<file path="config.mk">
export PLATFORM = sky130hd
export DESIGN_NAME = intel_hex_record_loader
export DESIGN_NICKNAME = d
export VERILOG_FILES = /design/src/hdl/ihex_pkg.sv /design/src/hdl/ihex_front.sv /design/src/hdl/ihex_queue.sv /design/src/hdl/ihex_back.sv /design/src/hdl/intel_hex_record_loader.sv
export SDC_FILE = /design/constraint.sdc
export NUM_CORES = 1
export LEC_CHECK = 0
export BUFFER_PORTS_ARGS = -buffer_cell sky130_fd_sc_hd__clkbuf_2
export CORE_MARGIN = 2
export CORE_UTILIZATION = 60
export CTS_CLUSTER_SIZE = 30
export DETAILED_ROUTE_END_ITERATION = 6
export HOLD_SLACK_MARGIN = 0.03
export PLACE_DENSITY = 0.79
export SYNTH_ARGS = -nofsm -noshare
export SYNTH_HDL_FRONTEND = slang
export SYNTH_SLANG_ARGS = --single-unit
</file>
<file path="constraint.sdc">
create_clock -name clk -period 7.75 [get_ports clk]
set_input_delay 1.55 -clock clk [delete_from_list [all_inputs] [get_ports clk]]
set_output_delay 1.55 -clock clk [all_outputs]
set_load 0.01 [all_outputs]
</file>
<file path="src/hdl/ihex_pkg.sv">
// ============================================================================
// Intel HEX loader package
// Shared types, character codes and record codes for the record loader.
// ============================================================================
package ihex_pkg;

  // Characters with a meaning of their own.
  localparam logic [7:0] CHAR_NEWLINE = 8'd10;
  localparam logic [7:0] CHAR_COLON   = 8'd58;

  // Byte positions on a record line.
  localparam logic [8:0] MIN_LINE_BYTES = 9'd5;
  localparam logic [8:0] PAYLOAD_START  = 9'd4;
  localparam logic [8:0] INDEX_MAX      = 9'd511;
  localparam logic [8:0] IDX_LENGTH     = 9'd0;
  localparam logic [8:0] IDX_OFFSET_HI  = 9'd1;
  localparam logic [8:0] IDX_OFFSET_LO  = 9'd2;
  localparam logic [8:0] IDX_KIND       = 9'd3;
  localparam logic [8:0] IDX_PAY_FIRST  = 9'd4;
  localparam logic [8:0] IDX_PAY_SECOND = 9'd5;

  // Record types.
  localparam logic [7:0] KIND_DATA    = 8'h00;
  localparam logic [7:0] KIND_EXT_SEG = 8'h02;
  localparam logic [7:0] KIND_EXT_LIN = 8'h04;

  // Queue between the character front end and the record back end.
  localparam int QDEPTH = 4;
  localparam int QPTR_W = $clog2(QDEPTH);
  localparam int QCNT_W = $clog2(QDEPTH + 1);

  typedef enum logic [1:0] {
    LM_START,
    LM_RECORD,
    LM_SKIP
  } line_mode_t;

  // One decoded event: either a byte of a record line or the end of a
  // record line long enough to commit its base update.
  typedef struct packed {
    logic       is_end;
    logic [7:0] data;
    logic [8:0] index;
  } token_t;

  typedef struct packed {
    logic       valid;
    logic [3:0] value;
  } hex_digit_t;

  function automatic hex_digit_t ascii_to_nibble(input logic [7:0] c);
    hex_digit_t d;
    d.valid = 1'b1;
    d.value = 4'd0;
    case (c) inside
      [8'h30:8'h39]: d.value = 4'(c - 8'h30);
      [8'h41:8'h46]: d.value = 4'(c - 8'h37);
      [8'h61:8'h66]: d.value = 4'(c - 8'h57);
      default: d.valid = 1'b0;
    endcase
    return d;
  endfunction

endpackage

</file>
<file path="src/hdl/ihex_front.sv">
// ============================================================================
// Intel HEX character front end
// Tracks line state, pairs hex digits into bytes and emits byte and
// line-end transactions toward the record back end.
// ============================================================================
module ihex_front (
  input  logic              clk,
  input  logic              rst_n,
  input  logic              in_valid,
  output logic              in_ready,
  input  logic [7:0]        in_character,
  input  logic              q_full,
  output logic              q_push,
  output ihex_pkg::token_t  q_push_tok
);

  ihex_pkg::line_mode_t mode_r, mode_nxt;
  logic       pending_r, pending_nxt;
  logic [3:0] high_r, high_nxt;
  logic [8:0] idx_r, idx_nxt;
  logic       accept;
  ihex_pkg::hex_digit_t digit;

  assign in_ready = !q_full;
  assign accept   = in_valid && in_ready;
  assign digit    = ihex_pkg::ascii_to_nibble(in_character);

  always_ff @(posedge clk) begin
    if (!rst_n) begin
      mode_r    <= ihex_pkg::LM_START;
      pending_r <= 1'b0;
      high_r    <= 4'd0;
      idx_r     <= 9'd0;
    end else begin
      mode_r    <= mode_nxt;
      pending_r <= pending_nxt;
      high_r    <= high_nxt;
      idx_r     <= idx_nxt;
    end
  end

  always_comb begin
    mode_nxt    = mode_r;
    pending_nxt = pending_r;
    high_nxt    = high_r;
    idx_nxt     = idx_r;
    q_push      = 1'b0;
    q_push_tok  = '0;
    if (accept) begin
      if (in_character == ihex_pkg::CHAR_NEWLINE) begin
        // Only a record line with the full header and at least one payload byte commits anything at its end.
        if (mode_r == ihex_pkg::LM_RECORD && idx_r >= ihex_pkg::MIN_LINE_BYTES) begin
          q_push            = 1'b1;
          q_push_tok.is_end = 1'b1;
        end
        mode_nxt    = ihex_pkg::LM_START;
        pending_nxt = 1'b0;
        high_nxt    = 4'd0;
        idx_nxt     = 9'd0;
      end else begin
        case (mode_r)
          ihex_pkg::LM_START: begin
            mode_nxt = (in_character == ihex_pkg::CHAR_COLON) ? ihex_pkg::LM_RECORD
                                                               : ihex_pkg::LM_SKIP;
          end
          ihex_pkg::LM_RECORD: begin
            if (digit.valid) begin
              if (!pending_r) begin
                high_nxt    = digit.value;
                pending_nxt = 1'b1;
              end else begin
                pending_nxt      = 1'b0;
                q_push           = 1'b1;
                q_push_tok.data  = {high_r, digit.value};
                q_push_tok.index = idx_r;
                if (idx_r != ihex_pkg::INDEX_MAX) begin
                  idx_nxt = idx_r + 9'd1;
                end
              end
            end
          end
          default: begin
          end
        endcase
      end
    end
  end

`ifndef SYNTHESIS
  // A line end always leaves the digit pairing and line state cleared.
  a_newline_clears: assert property (@(posedge clk) disable iff (!rst_n)
    accept && in_character == ihex_pkg::CHAR_NEWLINE
      |=> !pending_r && idx_r == 9'd0 && mode_r == ihex_pkg::LM_START)
    else $error("line state not cleared after line end");

  a_push_on_accept: assert property (@(posedge clk) disable iff (!rst_n)
    q_push |-> accept && !q_full)
    else $error("token pushed without an accepted character");

  a_end_needs_header: assert property (@(posedge clk) disable iff (!rst_n)
    q_push && q_push_tok.is_end |-> idx_r >= ihex_pkg::MIN_LINE_BYTES)
    else $error("line end token for a short line");
`endif

endmodule

</file>
<file path="src/hdl/ihex_queue.sv">
// ============================================================================
// Intel HEX token queue
// Short first-in first-out buffer that decouples the character front end
// from the record back end.
// ============================================================================
module ihex_queue (
  input  logic              clk,
  input  logic              rst_n,
  input  logic              push,
  input  ihex_pkg::token_t  push_tok,
  output logic              full,
  output logic              valid,
  input  logic              pop,
  output ihex_pkg::token_t  pop_tok
);

  ihex_pkg::token_t               slot_r [ihex_pkg::QDEPTH];
  logic [ihex_pkg::QPTR_W-1:0]    wr_ptr_r, wr_ptr_nxt;
  logic [ihex_pkg::QPTR_W-1:0]    rd_ptr_r, rd_ptr_nxt;
  logic [ihex_pkg::QCNT_W-1:0]    count_r, count_nxt;

  assign full    = (count_r == ihex_pkg::QCNT_W'(ihex_pkg::QDEPTH));
  assign valid   = (count_r != '0);
  assign pop_tok = slot_r[rd_ptr_r];

  always_comb begin
    wr_ptr_nxt = push ? ihex_pkg::QPTR_W'(wr_ptr_r + 1'b1) : wr_ptr_r;
    rd_ptr_nxt = pop  ? ihex_pkg::QPTR_W'(rd_ptr_r + 1'b1) : rd_ptr_r;
    count_nxt  = count_r;
    if (push && !pop) begin
      count_nxt = ihex_pkg::QCNT_W'(count_r + 1'b1);
    end else if (pop && !push) begin
      count_nxt = ihex_pkg::QCNT_W'(count_r - 1'b1);
    end
  end

  always_ff @(posedge clk) begin
    if (!rst_n) begin
      wr_ptr_r <= '0;
      rd_ptr_r <= '0;
      count_r  <= '0;
    end else begin
      wr_ptr_r <= wr_ptr_nxt;
      rd_ptr_r <= rd_ptr_nxt;
      count_r  <= count_nxt;
    end
  end

  always_ff @(posedge clk) begin
    if (push) begin
      slot_r[wr_ptr_r] <= push_tok;
    end
  end

`ifndef SYNTHESIS
  a_no_overflow: assert property (@(posedge clk) disable iff (!rst_n)
    !(push && full))
    else $error("push into a full queue");

  a_no_underflow: assert property (@(posedge clk) disable iff (!rst_n)
    !(pop && !valid))
    else $error("pop from an empty queue");

  a_count_bound: assert property (@(posedge clk) disable iff (!rst_n)
    count_r <= ihex_pkg::QCNT_W'(ihex_pkg::QDEPTH))
    else $error("queue count beyond depth");
`endif

endmodule

</file>
<file path="src/hdl/ihex_back.sv">
// ============================================================================
// Intel HEX record back end
// Collects record header fields, holds the address base and issues one
// flash write for each data byte within the declared record length.
// ============================================================================
module ihex_back (
  input  logic              clk,
  input  logic              rst_n,
  input  logic              q_valid,
  input  ihex_pkg::token_t  q_tok,
  output logic              q_pop,
  output logic              out_valid,
  input  logic              out_ready,
  output logic [31:0]       out_write_address,
  output logic [7:0]        out_write_data
);

  logic [31:0] base_r, base_nxt;
  logic [7:0]  length_r, length_nxt;
  logic [15:0] offset_r, offset_nxt;
  logic [7:0]  kind_r, kind_nxt;
  logic [7:0]  pay_first_r, pay_first_nxt;
  logic [7:0]  pay_second_r, pay_second_nxt;
  logic        out_valid_r, out_valid_nxt;
  logic [31:0] out_addr_r, out_addr_nxt;
  logic [7:0]  out_data_r, out_data_nxt;
  logic [8:0]  pay_idx;
  logic [15:0] base_value;
  logic        is_write;

  assign q_pop             = q_valid && (!out_valid_r || out_ready);
  assign out_valid         = out_valid_r;
  assign out_write_address = out_addr_r;
  assign out_write_data    = out_data_r;

  assign pay_idx    = q_tok.index - ihex_pkg::PAYLOAD_START;
  assign base_value = {pay_first_r, pay_second_r};
  assign is_write   = !q_tok.is_end && kind_r == ihex_pkg::KIND_DATA
                      && q_tok.index >= ihex_pkg::PAYLOAD_START
                      && pay_idx < {1'b0, length_r};

  always_comb begin
    base_nxt       = base_r;
    length_nxt     = length_r;
    offset_nxt     = offset_r;
    kind_nxt       = kind_r;
    pay_first_nxt  = pay_first_r;
    pay_second_nxt = pay_second_r;
    out_addr_nxt   = out_addr_r;
    out_data_nxt   = out_data_r;
    out_valid_nxt  = out_ready ? 1'b0 : out_valid_r;
    if (q_pop) begin
      if (q_tok.is_end) begin
        // Only one base is ever live, so the sum of both is kept as one word.
        case (kind_r)
          ihex_pkg::KIND_DATA:    base_nxt = base_r;
          ihex_pkg::KIND_EXT_SEG: base_nxt = {12'd0, base_value, 4'd0};
          ihex_pkg::KIND_EXT_LIN: base_nxt = {base_value, 16'd0};
          default:                base_nxt = 32'd0;
        endcase
      end else begin
        case (q_tok.index)
          ihex_pkg::IDX_LENGTH: begin
            length_nxt     = q_tok.data;
            pay_second_nxt = 8'd0;
          end
          ihex_pkg::IDX_OFFSET_HI:  offset_nxt     = {q_tok.data, offset_r[7:0]};
          ihex_pkg::IDX_OFFSET_LO:  offset_nxt     = {offset_r[15:8], q_tok.data};
          ihex_pkg::IDX_KIND:       kind_nxt       = q_tok.data;
          ihex_pkg::IDX_PAY_FIRST:  pay_first_nxt  = q_tok.data;
          ihex_pkg::IDX_PAY_SECOND: pay_second_nxt = q_tok.data;
          default: begin
          end
        endcase
        if (is_write) begin
          out_valid_nxt = 1'b1;
          out_addr_nxt  = base_r + {16'd0, offset_r} + {23'd0, pay_idx};
          out_data_nxt  = q_tok.data;
        end
      end
    end
  end

  always_ff @(posedge clk) begin
    if (!rst_n) begin
      base_r       <= 32'd0;
      length_r     <= 8'd0;
      offset_r     <= 16'd0;
      kind_r       <= 8'd0;
      pay_first_r  <= 8'd0;
      pay_second_r <= 8'd0;
      out_valid_r  <= 1'b0;
    end else begin
      base_r       <= base_nxt;
      length_r     <= length_nxt;
      offset_r     <= offset_nxt;
      kind_r       <= kind_nxt;
      pay_first_r  <= pay_first_nxt;
      pay_second_r <= pay_second_nxt;
      out_valid_r  <= out_valid_nxt;
    end
  end

  always_ff @(posedge clk) begin
    out_addr_r <= out_addr_nxt;
    out_data_r <= out_data_nxt;
  end

`ifndef SYNTHESIS
  // A held write must never be overwritten by a new token.
  a_no_pop_when_held: assert property (@(posedge clk) disable iff (!rst_n)
    out_valid_r && !out_ready |-> !q_pop)
    else $error("token taken while a write is still held");

  a_pop_needs_token: assert property (@(posedge clk) disable iff (!rst_n)
    q_pop |-> q_valid)
    else $error("token taken from an empty queue");

  a_held_write_stable: assert property (@(posedge clk) disable iff (!rst_n)
    out_valid_r && !out_ready
      |=> out_valid_r && $stable(out_addr_r) && $stable(out_data_r))
    else $error("held write changed before it was taken");
`endif

endmodule

</file>
<file path="src/hdl/intel_hex_record_loader.sv">
// ============================================================================
// Intel HEX record loader
// Parses Intel HEX text one character per transaction and issues flash
// byte writes for the data records.
// ============================================================================
//
//   Channel   Ports                                         Direction
//   --------  --------------------------------------------  ---------
//   input     in_valid, in_ready, in_character              in
//   result    out_valid, out_ready, out_write_address,      out
//             out_write_data
//
// One character is accepted per cycle while the queue is not full. A data byte
// is offered on the result channel after it passes through the four-entry
// queue and then the output register, which holds it until it is taken.
// Reset clears the line state, the queue and the address base to zero.
// A stalled result channel fills the queue; in_ready falls only when the queue
// is full, so the front end keeps taking characters that produce no token.
// ============================================================================
module intel_hex_record_loader (
  input  logic        clk,
  input  logic        rst_n,
  input  logic        in_valid,
  output logic        in_ready,
  input  logic [7:0]  in_character,
  output logic        out_valid,
  input  logic        out_ready,
  output logic [31:0] out_write_address,
  output logic [7:0]  out_write_data
);

  logic             q_full;
  logic             q_push;
  ihex_pkg::token_t q_push_tok;
  logic             q_valid;
  logic             q_pop;
  ihex_pkg::token_t q_pop_tok;

  ihex_front u_front (
    .clk          (clk),
    .rst_n        (rst_n),
    .in_valid     (in_valid),
    .in_ready     (in_ready),
    .in_character (in_character),
    .q_full       (q_full),
    .q_push       (q_push),
    .q_push_tok   (q_push_tok)
  );

  ihex_queue u_queue (
    .clk      (clk),
    .rst_n    (rst_n),
    .push     (q_push),
    .push_tok (q_push_tok),
    .full     (q_full),
    .valid    (q_valid),
    .pop      (q_pop),
    .pop_tok  (q_pop_tok)
  );

  ihex_back u_back (
    .clk               (clk),
    .rst_n             (rst_n),
    .q_valid           (q_valid),
    .q_tok             (q_pop_tok),
    .q_pop             (q_pop),
    .out_valid         (out_valid),
    .out_ready         (out_ready),
    .out_write_address (out_write_address),
    .out_write_data    (out_write_data)
  );

endmodule

</file>
==> impl_metrics.py <==
metrics = {
    "run_status": {
        "status": "finished clean",
    },
    "yosys": {
        "synth_edf_count": 112,
        "yosysUniqueCellTypes": 62,
        "yosys_warnings": 0,
        "ys_ff_latch": 214,
        "synth_area_leaders": "edfxtp_1, dfxtp_1, ha_1",
        "synthesis.area_um2": 9830,
        "yosysSeqAreaShare_pct": 55.0,
        "synthArstFlopShare_pct": 0,
        "syn-num-nets": 918,
        "avgSynthCellArea_um2": 11.5,
        "synth_top_area_share_pct": 34.2,
        "synth_largest_area_cell": "edfxtp_1",
        "synthCells": 851,
        "synth_ff_type": "edfxtp_1",
    },
    "pwr": {
        "p_per_area_nw_per_um2": 281,
        "vdd_drop_max_v": 0.000177,
        "power.leakage_uw": 0.00428,
        "cell_internal_pwr_uw": 2210,
        "comb_power_share_pct": 23.2,
        "pwr-share-seq_pct": 41.5,
        "clockPowerShare_pct": 35.4,
        "p_sw_share_pct": 28.6,
        "p_switching_uw": 885,
    },
    "clock_tree": {
        "cts_hold_buf": 0,
        "cts_resized": 0,
        "ctsRootBufferMaster": "clkbuf_16",
        "cts.repair_timing.setup_buffer_count": 0,
        "cts.sinks": 214,
        "clk_path_buf_depth": 3,
        "clk_pin_slew_ns": 0.06,
        "cts_tree": "done",
        "htreeDepth": 1,
        "clk_latency_ns": 0.51,
        "cts_made_buffers": 22,
    },
    "final_layout": {
        "design_area_um2": 11000,
        "antenna_cells": 0,
        "area_delta_synth_final_pct": 12.2,
        "drive_gt1_share_pct": 14.8,
        "fillCellCount": 1150,
        "nets": 967,
    },
    "sta": {
        "post-route-min-period_ns": 4.97,
        "rsz0062_at_grt": "no",
        "worst_slew_pin_slew_ns": 1.09,
        "skew_ns": 0.0104,
        "finalSetupViolations": 0,
        "setup_slack_ns": 2.78,
        "slew_viol_final": 0,
        "holdWs_ns": 0.461,
        "setup_tns_ns": 0,
        "fmax_mhz": 201,
        "min_period_over_period_pct": 64.1,
        "hold_viol_final": 0,
        "maxSlewHeadroom_pct": 27.5,
    },
    "detailed_routing": {
        "drc": 0,
        "wl_per_cell_um": 17.0,
        "drt_first_pass_iters": 6,
        "ant_nets": 0,
        "viasPerCell": 5.80,
        "dr.first_iter.drc_count": 403,
        "routed_wl_mm": 19.3,
        "vias": 6563,
    },
    "floorplanning": {
        "die_w_um": 132,
        "die_area_um2": 17400,
        "start_util_pct": 61.6,
        "ios": 54,
        "row_count": 46,
        "die_h_um": 132,
        "core_um2": 15900,
    },
    "hold_path": {
        "worst_hold_path_type": "reg -> reg",
        "min_path_cells": 2,
    },
    "worst_setup_path": {
        "timing.rr.end": "u_back.out_write_address[31]$_DFFE_PP_",
        "cp-start-kind": "flip-flop",
        "cp_max_fo": 19,
        "r2r_slack_ns": 2.78,
        "cp-endpoint": "u_back.out_write_address[31]$_DFFE_PP_",
        "arrival_ns": 5.22,
        "crit_required_ns": 8.00,
        "reg2reg_depth": 13,
        "critPathCaptureType": "flip-flop",
        "path_class": "reg -> reg",
    },
    "placement": {
        "place_congestion": 0.831,
        "placed_cell_area_um2": 10300,
        "dp_slack_ns": 2.72,
        "dp_hpwl_mm": 13.2,
        "io_buffers": 53,
    },
    "global_routing": {
        "global_route.overflow_total": 0,
        "antenna_found_initial": 0,
        "grt_pass1_vias": 6370,
        "grt_pass1_wl_mm": 31.3,
        "grt_max_degree": 57,
        "grt_usage_pct": 22.2,
    },
    "flow_run": {
        "cap_viol_max_count": 0,
    },
}
==> logic make-up (layout without fill, tap and decap cells) <==
kind of cell | Yosys count | after routing | share of synthesized area [%]
fa+ha+maj | 55 | 55 | 7.54
xor+xnor | 44 | 44 | 3.92
compound gates | 142 | 142 | 9.59
simple gates | 277 | 277 | 13.8
mux | 46 | 46 | 7.10
buf+inv | 73 | 138 | 3.02
flops | 214 | 214 | 55.0
==> metrics by stage <==
stage / total power [uW] / util (%) / instances
floorplan: 1840 / - / 851
global placement: 2000 / 64.3 / 1092
detailed placement: 2020 / 64.3 / 1092
CTS: 3110 / 69.2 / 1132
global route: 3240 / 69.2 / 1132
finish: 3090 / 69.2 / 1132
==> power groups by stage <==
stage | Clock, uW | Sequential (uW) | Combinational (uW)
after floorplan | 0 | 1290 | 551
after CTS | 1110 | 1280 | 718
final | 1090 | 1280 | 717
after detailed placement | 0 | 1310 | 712
after global routing | 1150 | 1290 | 797
after global placement | 0 | 1310 | 693
==> worst min path at each step <==
stage                                    startpoint                               to  slack [ns]
detailed placement    u_back.kind_r[4]$_SDFFE_PN0P_    u_back.kind_r[4]$_SDFFE_PN0P_        0.45
CTS                   u_back.kind_r[4]$_SDFFE_PN0P_    u_back.kind_r[4]$_SDFFE_PN0P_        0.46
global route        u_back.length_r[6]$_SDFFE_PN0P_  u_back.length_r[6]$_SDFFE_PN0P_        0.48
global placement      u_back.base_r[5]$_SDFFE_PN0P_    u_back.base_r[5]$_SDFFE_PN0P_        0.44
floorplan             u_back.base_r[5]$_SDFFE_PN0P_    u_back.base_r[5]$_SDFFE_PN0P_        0.43
finish                u_back.base_r[6]$_SDFFE_PN0P_    u_back.base_r[6]$_SDFFE_PN0P_        0.46
==> state kept, by name (all words and copies together), names as in the netlist, named ones only <==
signal                    cells
u_queue.count_r               3
u_back.out_write_address     32
u_back.pay_first_r            8
u_back.kind_r                 8
u_queue.slot_r               72
u_back.pay_second_r           8
u_back.offset_r              16
u_front.idx_r                 9
u_front.pending_r             1
u_queue.wr_ptr_r              2
u_back.length_r               8
u_back.out_write_data         8
u_back.base_r                28
u_front.high_r                4
u_front.mode_r                2
u_queue.rd_ptr_r              2
u_back.out_valid              1
==> synthesized netlist by cell type, types with 8 or more instances <==
library cell,number
a21o_1,8
edfxtp_1,112
inv_1,40
nor3_1,11
mux2i_1,27
a211oi_1,8
o21ai_0,22
o21ai_2,8
dfxtp_1,102
xnor2_1,16
a21oi_1,49
and2_1,19
xor2_1,28
nor2_1,56
and3_1,9
ha_1,48
clkbuf_1,25
nand3_1,55
a22o_1,10
mux4_2,19
nand2_1,86
==> layout by cell type, fill, tap and decap left out, types with 22 or more instances in the layout <==
cell type / Yosys / layout
clkbuf_2: 0 / 53
dfxtp_1: 102 / 102
nand2_1: 86 / 86
edfxtp_1: 112 / 112
o21ai_0: 22 / 22
nor2_1: 56 / 56
nand3_1: 55 / 55
ha_1: 48 / 48
mux2i_1: 27 / 27
inv_1: 40 / 40
xor2_1: 28 / 28
clkbuf_16: 0 / 25
a21oi_1: 49 / 49
==> layout make-up <==
| class | count | area (um2) | share of cell area, % |
|---|---|---|---|
| Clock buffer | 31 | 698 | 6.33 |
| Clock inverter | 9 | 76.3 | 0.692 |
| Inverter | 41 | 154 | 1.40 |
| Multi-Input combinational cell | 564 | 4130 | 37.4 |
| Sequential cell | 214 | 5410 | 49.0 |
| Tap cell | 216 | 270 | 2.45 |
| Timing Repair Buffer | 57 | 295 | 2.68 |
==> worst max-delay path: stages (launching register included) <==
cell	delay (ns)
dfxtp_1	0.87
mux4_2	0.45
inv_1	0.14
ha_1	0.27
nand3_1	0.26
xnor2_1	0.28
fa_1	0.46
ha_1	0.36
and3_1	0.21
a221o_1	0.33
a41oi_1	0.38
o311a_1	0.41
nor3_1	0.12
xor2_1	0.16
==> per-layer routing <==
layer  part of all wire (%)  track usage, %  vias to the layer above  wire [um]
li1                       -               -                     3206          -
met2                     49            39.7                      185       9520
met3                    4.8            3.08                       44        925
met4                    3.6            8.33                        0        702
met1                     42            27.3                     3128       8110
met5                      0               0                        -          0
Power figures use the tool's default switching activity.
